`config.mk`:
```
export PLATFORM = sky130hd
export DESIGN_NAME = nec_ir_frame_decoder
export DESIGN_NICKNAME = d
export VERILOG_FILES = /design/src/hw/rtl/nir_pkg.sv /design/src/hw/rtl/nir_front.sv /design/src/hw/rtl/nir_queue.sv /design/src/hw/rtl/nir_back.sv /design/src/hw/rtl/nec_ir_frame_decoder.sv
export SDC_FILE = /design/constraint.sdc
export NUM_CORES = 1
export LEC_CHECK = 0
export CAP_MARGIN = 5
export CELL_PAD_IN_SITES_DETAIL_PLACEMENT = 1
export CELL_PAD_IN_SITES_GLOBAL_PLACEMENT = 2
export CORE_ASPECT_RATIO = 1.5
export CORE_MARGIN = 4
export CORE_UTILIZATION = 41
export DETAILED_ROUTE_END_ITERATION = 8
export DONT_BUFFER_PORTS = 1
export PLACE_DENSITY_LB_ADDON = 0.08
export RECOVER_POWER = 100
export REMOVE_ABC_BUFFERS = 1
export SYNTH_ARGS = -nofsm -noshare
export SYNTH_HDL_FRONTEND = slang
export SYNTH_SLANG_ARGS = --single-unit
```
`constraint.sdc`:
```
create_clock -name clk -period 6.45 [get_ports clk]
set_input_delay 0.9675 -clock clk [delete_from_list [all_inputs] [get_ports clk]]
set_output_delay 0.9675 -clock clk [all_outputs]
set_load 0.01 [all_outputs]
```
`src/hw/rtl/nir_pkg.sv`:
```
// ============================================================================
// nir_pkg - shared types and constants of the NEC IR frame decoder
// Holds configuration reset values, register indexes and the class word that
// travels from the front classifier to the back frame sequencer.
// ============================================================================
package nir_pkg;

    // Frame and queue geometry defaults
    localparam int FRAME_BITS_DEFAULT  = 32;
    localparam int QUEUE_DEPTH_DEFAULT = 2;

    // Configuration port geometry
    localparam int CFG_W       = 16;
    localparam int CFG_INDEX_W = 3;
    localparam int STAMP_W     = 32;
    localparam int WORD_W      = 32;

    // Register indexes
    localparam logic [CFG_INDEX_W-1:0] CFG_LEADER_MIN = 3'd0;
    localparam logic [CFG_INDEX_W-1:0] CFG_LEADER_MAX = 3'd1;
    localparam logic [CFG_INDEX_W-1:0] CFG_BIT_MIN    = 3'd2;
    localparam logic [CFG_INDEX_W-1:0] CFG_ZERO_MAX   = 3'd3;
    localparam logic [CFG_INDEX_W-1:0] CFG_ONE_MIN    = 3'd4;
    localparam logic [CFG_INDEX_W-1:0] CFG_BIT_MAX    = 3'd5;

    // Register reset values, microseconds
    localparam logic [CFG_W-1:0] LEADER_MIN_RESET = 16'd13000;
    localparam logic [CFG_W-1:0] LEADER_MAX_RESET = 16'd14000;
    localparam logic [CFG_W-1:0] BIT_MIN_RESET    = 16'd844;
    localparam logic [CFG_W-1:0] ZERO_MAX_RESET   = 16'd1500;
    localparam logic [CFG_W-1:0] ONE_MIN_RESET    = 16'd2000;
    localparam logic [CFG_W-1:0] BIT_MAX_RESET    = 16'd2531;

    // Sum that a byte and its complement must reach
    localparam logic [8:0] PAIR_SUM = 9'd255;

    // Interval class of one edge, decided against every window at once
    typedef struct packed {
        logic leader_ok;
        logic bit_zero;
        logic bit_one;
    } nir_class_t;

    // One result item
    typedef struct packed {
        logic       frame_done;
        logic       frame_ok;
        logic [7:0] address;
        logic [7:0] address_inverse;
        logic [7:0] command_code;
        logic [7:0] command_inverse;
        logic       timing_error;
    } nir_result_t;

endpackage

```
`src/hw/rtl/nir_front.sv`:
```
// ============================================================================
// nir_front - edge interval classifier
// Holds the configuration windows and the previous stamp, forms the saturated
// interval of each accepted edge and pushes its class into the queue.
// ============================================================================
module nir_front
    import nir_pkg::*;
(
    input  logic                   clk,
    input  logic                   rst_n,
    input  logic                   in_valid,
    output logic                   in_ready,
    input  logic [STAMP_W-1:0]     edge_time,
    input  logic                   cfg_we,
    input  logic [CFG_INDEX_W-1:0] cfg_index,
    input  logic [CFG_W-1:0]       cfg_data,
    input  logic                   queue_full,
    output logic                   push,
    output nir_class_t             push_class
);

    logic [CFG_W-1:0]   leader_min_reg;
    logic [CFG_W-1:0]   leader_max_reg;
    logic [CFG_W-1:0]   bit_min_reg;
    logic [CFG_W-1:0]   zero_max_reg;
    logic [CFG_W-1:0]   one_min_reg;
    logic [CFG_W-1:0]   bit_max_reg;
    logic [STAMP_W-1:0] last_stamp_reg;

    logic [STAMP_W-1:0] gap_full;
    logic [CFG_W-1:0]   gap;
    logic               in_range;
    logic               is_zero;

    assign in_ready = !queue_full;
    assign push     = in_valid && !queue_full;

    // Down-counting timer: elapsed time is previous minus current, saturated
    assign gap_full = last_stamp_reg - edge_time;
    assign gap      = (|gap_full[STAMP_W-1:CFG_W]) ? {CFG_W{1'b1}} : gap_full[CFG_W-1:0];

    assign in_range = (gap > bit_min_reg) && (gap < bit_max_reg);
    assign is_zero  = in_range && (gap < zero_max_reg);

    always_comb
    begin
        push_class.leader_ok = (gap > leader_min_reg) && (gap < leader_max_reg);
        push_class.bit_zero  = is_zero;
        // the zero window wins where the two overlap
        push_class.bit_one   = in_range && (gap > one_min_reg) && !is_zero;
    end

    always_ff @(posedge clk or negedge rst_n)
    begin
        if (!rst_n)
        begin
            leader_min_reg <= LEADER_MIN_RESET;
            leader_max_reg <= LEADER_MAX_RESET;
            bit_min_reg    <= BIT_MIN_RESET;
            zero_max_reg   <= ZERO_MAX_RESET;
            one_min_reg    <= ONE_MIN_RESET;
            bit_max_reg    <= BIT_MAX_RESET;
        end
        else if (cfg_we)
        begin
            unique case (cfg_index)
                CFG_LEADER_MIN: leader_min_reg <= cfg_data;
                CFG_LEADER_MAX: leader_max_reg <= cfg_data;
                CFG_BIT_MIN:    bit_min_reg    <= cfg_data;
                CFG_ZERO_MAX:   zero_max_reg   <= cfg_data;
                CFG_ONE_MIN:    one_min_reg    <= cfg_data;
                CFG_BIT_MAX:    bit_max_reg    <= cfg_data;
                default:        ;
            endcase
        end
    end

    always_ff @(posedge clk or negedge rst_n)
    begin
        if (!rst_n)
        begin
            last_stamp_reg <= '0;
        end
        else if (push)
        begin
            last_stamp_reg <= edge_time;
        end
    end

endmodule

```
`src/hw/rtl/nir_queue.sv`:
```
// ============================================================================
// nir_queue - short class queue
// Register FIFO that decouples the classifier from the frame sequencer.
// ============================================================================
module nir_queue
    import nir_pkg::*;
#(
    parameter int DEPTH = QUEUE_DEPTH_DEFAULT
)
(
    input  logic       clk,
    input  logic       rst_n,
    input  logic       push,
    input  nir_class_t push_class,
    input  logic       pop,
    output nir_class_t pop_class,
    output logic       full,
    output logic       empty
);

    localparam int PTR_W = (DEPTH > 1) ? $clog2(DEPTH) : 1;
    localparam int CNT_W = $clog2(DEPTH + 1);
    localparam logic [PTR_W-1:0] LAST_PTR = PTR_W'(DEPTH - 1);
    localparam logic [CNT_W-1:0] FULL_CNT = CNT_W'(DEPTH);

    nir_class_t       entry_reg [DEPTH];
    logic [PTR_W-1:0] wr_ptr_reg;
    logic [PTR_W-1:0] rd_ptr_reg;
    logic [CNT_W-1:0] count_reg;
    logic [CNT_W-1:0] count_next;

    assign full      = (count_reg == FULL_CNT);
    assign empty     = (count_reg == '0);
    assign pop_class = entry_reg[rd_ptr_reg];

    always_comb
    begin
        count_next = count_reg;
        if (push && !pop)
        begin
            count_next = count_reg + 1'b1;
        end
        else if (pop && !push)
        begin
            count_next = count_reg - 1'b1;
        end
    end

    always_ff @(posedge clk)
    begin
        if (push)
        begin
            entry_reg[wr_ptr_reg] <= push_class;
        end
    end

    always_ff @(posedge clk or negedge rst_n)
    begin
        if (!rst_n)
        begin
            wr_ptr_reg <= '0;
            rd_ptr_reg <= '0;
            count_reg  <= '0;
        end
        else
        begin
            count_reg <= count_next;
            if (push)
            begin
                wr_ptr_reg <= (wr_ptr_reg == LAST_PTR) ? '0 : wr_ptr_reg + 1'b1;
            end
            if (pop)
            begin
                rd_ptr_reg <= (rd_ptr_reg == LAST_PTR) ? '0 : rd_ptr_reg + 1'b1;
            end
        end
    end

endmodule

```
`src/hw/rtl/nir_back.sv`:
```
// ============================================================================
// nir_back - frame sequencer
// Walks the edge counter, shifts in data bits and registers one result per
// class taken from the queue.
// ============================================================================
module nir_back
    import nir_pkg::*;
#(
    parameter int FRAME_BITS = FRAME_BITS_DEFAULT
)
(
    input  logic        clk,
    input  logic        rst_n,
    input  logic        queue_empty,
    input  nir_class_t  pop_class,
    output logic        pop,
    output logic        out_valid,
    input  logic        out_ready,
    output nir_result_t result
);

    localparam int IDX_W = $clog2(FRAME_BITS + 2);
    localparam logic [IDX_W-1:0] IDX_START  = IDX_W'(0);
    localparam logic [IDX_W-1:0] IDX_LEADER = IDX_W'(1);
    localparam logic [IDX_W-1:0] IDX_DATA   = IDX_W'(2);
    localparam logic [IDX_W-1:0] IDX_LAST   = IDX_W'(FRAME_BITS + 1);

    logic [IDX_W-1:0]      edge_index_reg;
    logic [IDX_W-1:0]      edge_index_next;
    logic [FRAME_BITS-1:0] bit_shift_reg;
    logic [FRAME_BITS-1:0] bit_shift_next;
    logic [FRAME_BITS-1:0] shifted;
    logic [WORD_W-1:0]     word;
    logic                  out_valid_reg;
    nir_result_t           result_reg;
    nir_result_t           result_next;

    // Take a class whenever the output register is empty or being emptied
    assign pop       = !queue_empty && (!out_valid_reg || out_ready);
    assign out_valid = out_valid_reg;
    assign result    = result_reg;

    assign shifted = {bit_shift_reg[FRAME_BITS-2:0], pop_class.bit_one};
    assign word    = WORD_W'(shifted);

    always_comb
    begin
        edge_index_next = edge_index_reg;
        bit_shift_next  = bit_shift_reg;
        result_next     = '0;
        if (edge_index_reg == IDX_START || edge_index_reg > IDX_LAST)
        begin
            bit_shift_next  = '0;
            edge_index_next = IDX_LEADER;
        end
        else if (edge_index_reg == IDX_LEADER)
        begin
            if (pop_class.leader_ok)
            begin
                edge_index_next = IDX_DATA;
            end
            else
            begin
                edge_index_next          = IDX_START;
                result_next.timing_error = 1'b1;
            end
        end
        else if (pop_class.bit_zero || pop_class.bit_one)
        begin
            bit_shift_next  = shifted;
            edge_index_next = edge_index_reg + 1'b1;
            if (edge_index_reg == IDX_LAST)
            begin
                edge_index_next             = IDX_START;
                result_next.frame_done      = 1'b1;
                result_next.address         = word[31:24];
                result_next.address_inverse = word[23:16];
                result_next.command_code    = word[15:8];
                result_next.command_inverse = word[7:0];
                result_next.frame_ok =
                    (({1'b0, word[31:24]} + {1'b0, word[23:16]}) == PAIR_SUM) &&
                    (({1'b0, word[15:8]}  + {1'b0, word[7:0]})   == PAIR_SUM);
            end
        end
        else
        begin
            edge_index_next          = IDX_START;
            result_next.timing_error = 1'b1;
        end
    end

    always_ff @(posedge clk or negedge rst_n)
    begin
        if (!rst_n)
        begin
            edge_index_reg <= '0;
            bit_shift_reg  <= '0;
            out_valid_reg  <= 1'b0;
        end
        else
        begin
            if (pop)
            begin
                edge_index_reg <= edge_index_next;
                bit_shift_reg  <= bit_shift_next;
                out_valid_reg  <= 1'b1;
            end
            else if (out_ready)
            begin
                out_valid_reg <= 1'b0;
            end
        end
    end

    always_ff @(posedge clk)
    begin
        if (pop)
        begin
            result_reg <= result_next;
        end
    end

endmodule

```
`src/hw/rtl/nec_ir_frame_decoder.sv`:
```
// ============================================================================
// nec_ir_frame_decoder - NEC infrared frame decoder, top level
// Turns stamped falling edges of an IR receiver into one result per edge:
// leader and bit timing checks, 32-bit frame assembly and complement check.
// ============================================================================
//
//  channel  | handshake             | payload
//  ---------+-----------------------+-------------------------------------------
//  input    | in_valid / in_ready   | edge_time
//  output   | out_valid / out_ready | frame_done frame_ok address address_inverse
//           |                       | command_code command_inverse timing_error
//  config   | cfg_we                | cfg_index cfg_data
//
//  One edge is accepted per cycle while the queue has room; each edge's class
//  is registered in the queue, then its result in the output register.
//  The front classifier forms the interval and tests every window in the
//  accept cycle; the back sequencer advances the edge counter one class per
//  cycle unless a stalled output holds it. The queue between them sets
//  the acceptance limit: in_ready drops only when it is full, which happens
//  once out_ready stalls long enough. Reset restores the window registers and
//  clears stamp, counter and queue; no clearing pass is needed.
//
module nec_ir_frame_decoder
    import nir_pkg::*;
#(
    parameter int FRAME_BITS  = FRAME_BITS_DEFAULT,
    parameter int QUEUE_DEPTH = QUEUE_DEPTH_DEFAULT
)
(
    input  logic                   clk,
    input  logic                   rst_n,
    input  logic                   in_valid,
    output logic                   in_ready,
    input  logic [STAMP_W-1:0]     edge_time,
    output logic                   out_valid,
    input  logic                   out_ready,
    output logic                   frame_done,
    output logic                   frame_ok,
    output logic [7:0]             address,
    output logic [7:0]             address_inverse,
    output logic [7:0]             command_code,
    output logic [7:0]             command_inverse,
    output logic                   timing_error,
    input  logic                   cfg_we,
    input  logic [CFG_INDEX_W-1:0] cfg_index,
    input  logic [CFG_W-1:0]       cfg_data
);

    logic        push;
    logic        pop;
    logic        queue_full;
    logic        queue_empty;
    nir_class_t  push_class;
    nir_class_t  pop_class;
    nir_result_t result;

    // Front: accept an edge whenever the queue has room, classify it
    nir_front u_front (
        .clk        (clk),
        .rst_n      (rst_n),
        .in_valid   (in_valid),
        .in_ready   (in_ready),
        .edge_time  (edge_time),
        .cfg_we     (cfg_we),
        .cfg_index  (cfg_index),
        .cfg_data   (cfg_data),
        .queue_full (queue_full),
        .push       (push),
        .push_class (push_class)
    );

    // Queue: hold classes while the output side stalls
    nir_queue #(
        .DEPTH (QUEUE_DEPTH)
    ) u_queue (
        .clk        (clk),
        .rst_n      (rst_n),
        .push       (push),
        .push_class (push_class),
        .pop        (pop),
        .pop_class  (pop_class),
        .full       (queue_full),
        .empty      (queue_empty)
    );

    // Back: advance the frame and register one transaction per class
    nir_back #(
        .FRAME_BITS (FRAME_BITS)
    ) u_back (
        .clk         (clk),
        .rst_n       (rst_n),
        .queue_empty (queue_empty),
        .pop_class   (pop_class),
        .pop         (pop),
        .out_valid   (out_valid),
        .out_ready   (out_ready),
        .result      (result)
    );

    assign frame_done      = result.frame_done;
    assign frame_ok        = result.frame_ok;
    assign address         = result.address;
    assign address_inverse = result.address_inverse;
    assign command_code    = result.command_code;
    assign command_inverse = result.command_inverse;
    assign timing_error    = result.timing_error;

endmodule

```
==> flow_summary.json <==
{
  "outcome": "finished with violations",
  "violations": "max-capacitance violations, max-slew violations",
  "final.period_utilization_pct": 91.8,
  "route.met3.wl_um": 1150,
  "worst_slew_pin_slew_ns": 2.38,
  "required_ns": 6.73,
  "gr-total-overflow": 0,
  "wl_um": 36400,
  "r2r-start": "u_front.last_stamp_reg[10]$_DFFE_PN0P_",
  "power.total_mw": 5.37,
  "drc": 0,
  "p_comb_share_pct": 39.9,
  "place_congestion": 0.861,
  "syn_inst": 1379,
  "drv_slew": 137,
  "postPlaceCellArea_um2": 13800,
  "setup_violations": 0,
  "die_h_um": 227,
  "yosys_warnings": 0,
  "worst_skew_pair.late_latency_ns": 0.54,
  "die_x_um": 154,
  "ys.flop_type": "dfrtp_1",
  "p_leak_nw": 6.44,
  "clock_sinks": 211,
  "cts_resized": 0,
  "syn_area_per_cell_um2": 9.49,
  "cp-start-kind": "input port",
  "top_layer": "met4",
  "ys_types": 71,
  "start_util_pct": 41.9,
  "dpl.hpwl_um": 27700,
  "cts_tree": "yes",
  "drtAntennaViolNets": 0,
  "drtPass1Iterations": 4,
  "switching_share_pct": 39.3,
  "maxCapViolCount": 4,
  "fin_skew_ns": 0.0190,
  "final_cell_mix": "152 x nand2_1, 146 x o21ai_0, 142 x ha_1, 137 x inv_1, 132 x dfrtp_1",
  "internal-power_mw": 3.26,
  "setup-tns-final_ns": 0,
  "cts_root_buffer": "clkbuf_16",
  "clock_path_buffers": 3,
  "hold_violations": 0,
  "cts_made_buffers": 23,
  "largest_register_ff_count": 35,
  "fin_util_pct": 46.2,
  "drt-initial-drc-count": 274,
  "cts.htree.levels": 1,
  "post-route-min-period_ns": 5.92,
  "max-vdd-ir-drop_mv": 0.251,
  "wl_met2_um": 19900,
  "via_per_inst": 5.54,
  "cp_data_arrival_time_ns": 6.20,
  "endpoint_kind": "register",
  "crit_start": "edge_time[10]",
  "core_area_um2": 31200,
  "grt_max_degree": 171,
  "mostFrequentLayoutCell": "nand2_1",
  "cts.clk_slew.worst_paths_ns": 0.07,
  "cts.hold.buffers_added": 0,
  "ys_ff_latch": 211,
  "grt_pass1_vias": 10900,
  "grt_pass1_wl_um": 58600,
  "wl_met1_um": 14200,
  "seq_area_frac_synth_pct": 42.3,
  "antenna_cells": 0,
  "p_clk_share_pct": 23.7,
  "stdcell_area_um2": 14400,
  "synth-edff-count": 41,
  "hold_class": "in2async",
  "drt-wirelength-per-cell_um": 20.0,
  "track_usage_pct": 21.0,
  "worstPathMaxFanout": 13,
  "p_sw_mw": 2.11,
  "area_growth_pct": 10.1,
  "nets": 1601,
  "num_rows": 79,
  "rsz0062_at_grt": "false",
  "antenna_found_initial": 0,
  "fmaxAchievable_mhz": 169,
  "post_cts_buffers": 0,
  "p_seq_share_pct": 36.4,
  "portBuffers": 0,
  "drive_gt1_share_pct": 11.3,
  "critical_path_class": "in2reg",
  "die_area_um2": 34900,
  "vias": 10100,
  "power_density_nw_per_um2": 373,
  "ios": 93,
  "synthesis.area_um2": 13100,
  "relSlewSlack_pct": -58.9,
  "async_reset_ff_share_pct": 80.6
}
-- through the flow --
stage,instances,setup slack (ns),hold slack [ns]
after floorplan,1330,0.132,0.454
after global placement,1780,0.259,0.466
after detailed placement,1780,0.181,0.474
after CTS,1822,0.710,0.0999
after global routing,1822,0.205,0.111
final,1822,0.528,0.139
-- worst paths after layout --
kind                                                     endpoint  slack, ns  depth (start not counted)
min                           u_front.bit_min_reg[13]$_DFFE_PN0P_       0.14                          0
max in group asynchronous     u_front.zero_max_reg[2]$_DFFE_PN1P_       6.05                          0
max                             u_queue.entry_reg[0][1]$_DFFE_PP_       0.53                         21
min in group clk           u_front.last_stamp_reg[11]$_DFFE_PN0P_       0.48                          2
min reg2reg                u_front.last_stamp_reg[11]$_DFFE_PN0P_       0.48                          2
max reg2reg                     u_queue.entry_reg[0][1]$_DFFE_PP_       0.63                         20
-- per-layer routing --
metal	GRT usage (%)	vias to the layer above
met5	0	-
met4	6.96	0
met3	3.02	56
met2	40.6	149
met1	23.4	4948
li1	-	4943
-- layout make-up --
class	count	area (um^2)
clock buffers	30	642
clock inverters	12	82.6
fillers	3652	16800
inverters	137	514
multi-input cells	982	6840
flip-flops and latches	211	5530
well taps	405	507
repair buffers	45	297
-- synthesized netlist by cell type, types with 3 or more instances --
cell type,count,area share (%)
nand4_1,43,2.1
o21bai_1,4,0.23
inv_1,137,3.9
buf_4,3,0.17
and2_1,36,1.7
a22o_1,33,2.2
ha_1,142,14
nor2_1,52,1.5
a21oi_1,77,2.9
o21ai_0,145,5.5
o211ai_1,8,0.46
nor4_1,8,0.38
edfxtp_1,41,9.4
mux2_2,36,3.1
nor2b_1,12,0.57
clkbuf_1,41,1.2
a211oi_1,6,0.34
or4_1,3,0.17
dfstp_2,38,7.6
nor3_1,25,0.96
or2_2,3,0.14
a211o_1,4,0.27
dfrtp_1,132,25
nor3b_1,4,0.23
nand2_1,153,4.4
or3_1,8,0.38
a32o_1,3,0.23
xor2_1,18,1.2
a21o_1,40,2.3
nand3_1,17,0.65
nand4b_1,5,0.33
and3_1,6,0.29
o21a_1,6,0.34
fa_1,3,0.46
nand2b_1,15,0.72
o21ai_1,3,0.11
a31oi_1,4,0.19
o31ai_1,9,0.52
xnor2_1,14,0.94
mux2i_1,4,0.31
-- logic make-up (layout without fill, tap and decap cells) --
logic type | count (synthesis) | count (layout) | synth area share (%)
flip-flops | 211 | 211 | 42.3
multiplexers | 40 | 40 | 3.40
AO/OA/AOI/OAI | 365 | 365 | 17.4
AND/OR/NAND/NOR | 400 | 400 | 15.2
XOR/XNOR | 32 | 32 | 2.14
buffers and inverters | 186 | 224 | 5.55
adder cells (fa/ha/maj) | 145 | 145 | 14.0
-- power by group through the flow --
stage               registers, mW  clock network (mW)  logic (mW)
global route                 2.00                1.38        2.42
finish                       1.95                1.27        2.14
detailed placement           1.98                   0        2.17
CTS                          1.96                1.32        2.18
floorplan                    1.93                   0        1.51
global placement             1.97                   0        2.12
-- critical path, cell delays in order --
cell and delay, ns:
inv_1 0.03, ha_1 0.40, a21oi_1 0.24, o21ai_0 0.15, a22o_1 0.30, or4_1 0.48
a222oi_1 0.26, o221ai_1 0.23, and4b_1 0.58, nand4_1 0.20, ha_1 0.34, a21o_1 0.19
a21o_1 0.18, a211o_1 0.30, a2111oi_0 0.39, o21ai_0 0.13, o21ai_0 0.18, a32o_1 0.23
nor4_1 0.04, o211ai_1 0.26, nor3b_1 0.11
Note: power is estimated with default switching activity, not from simulation.
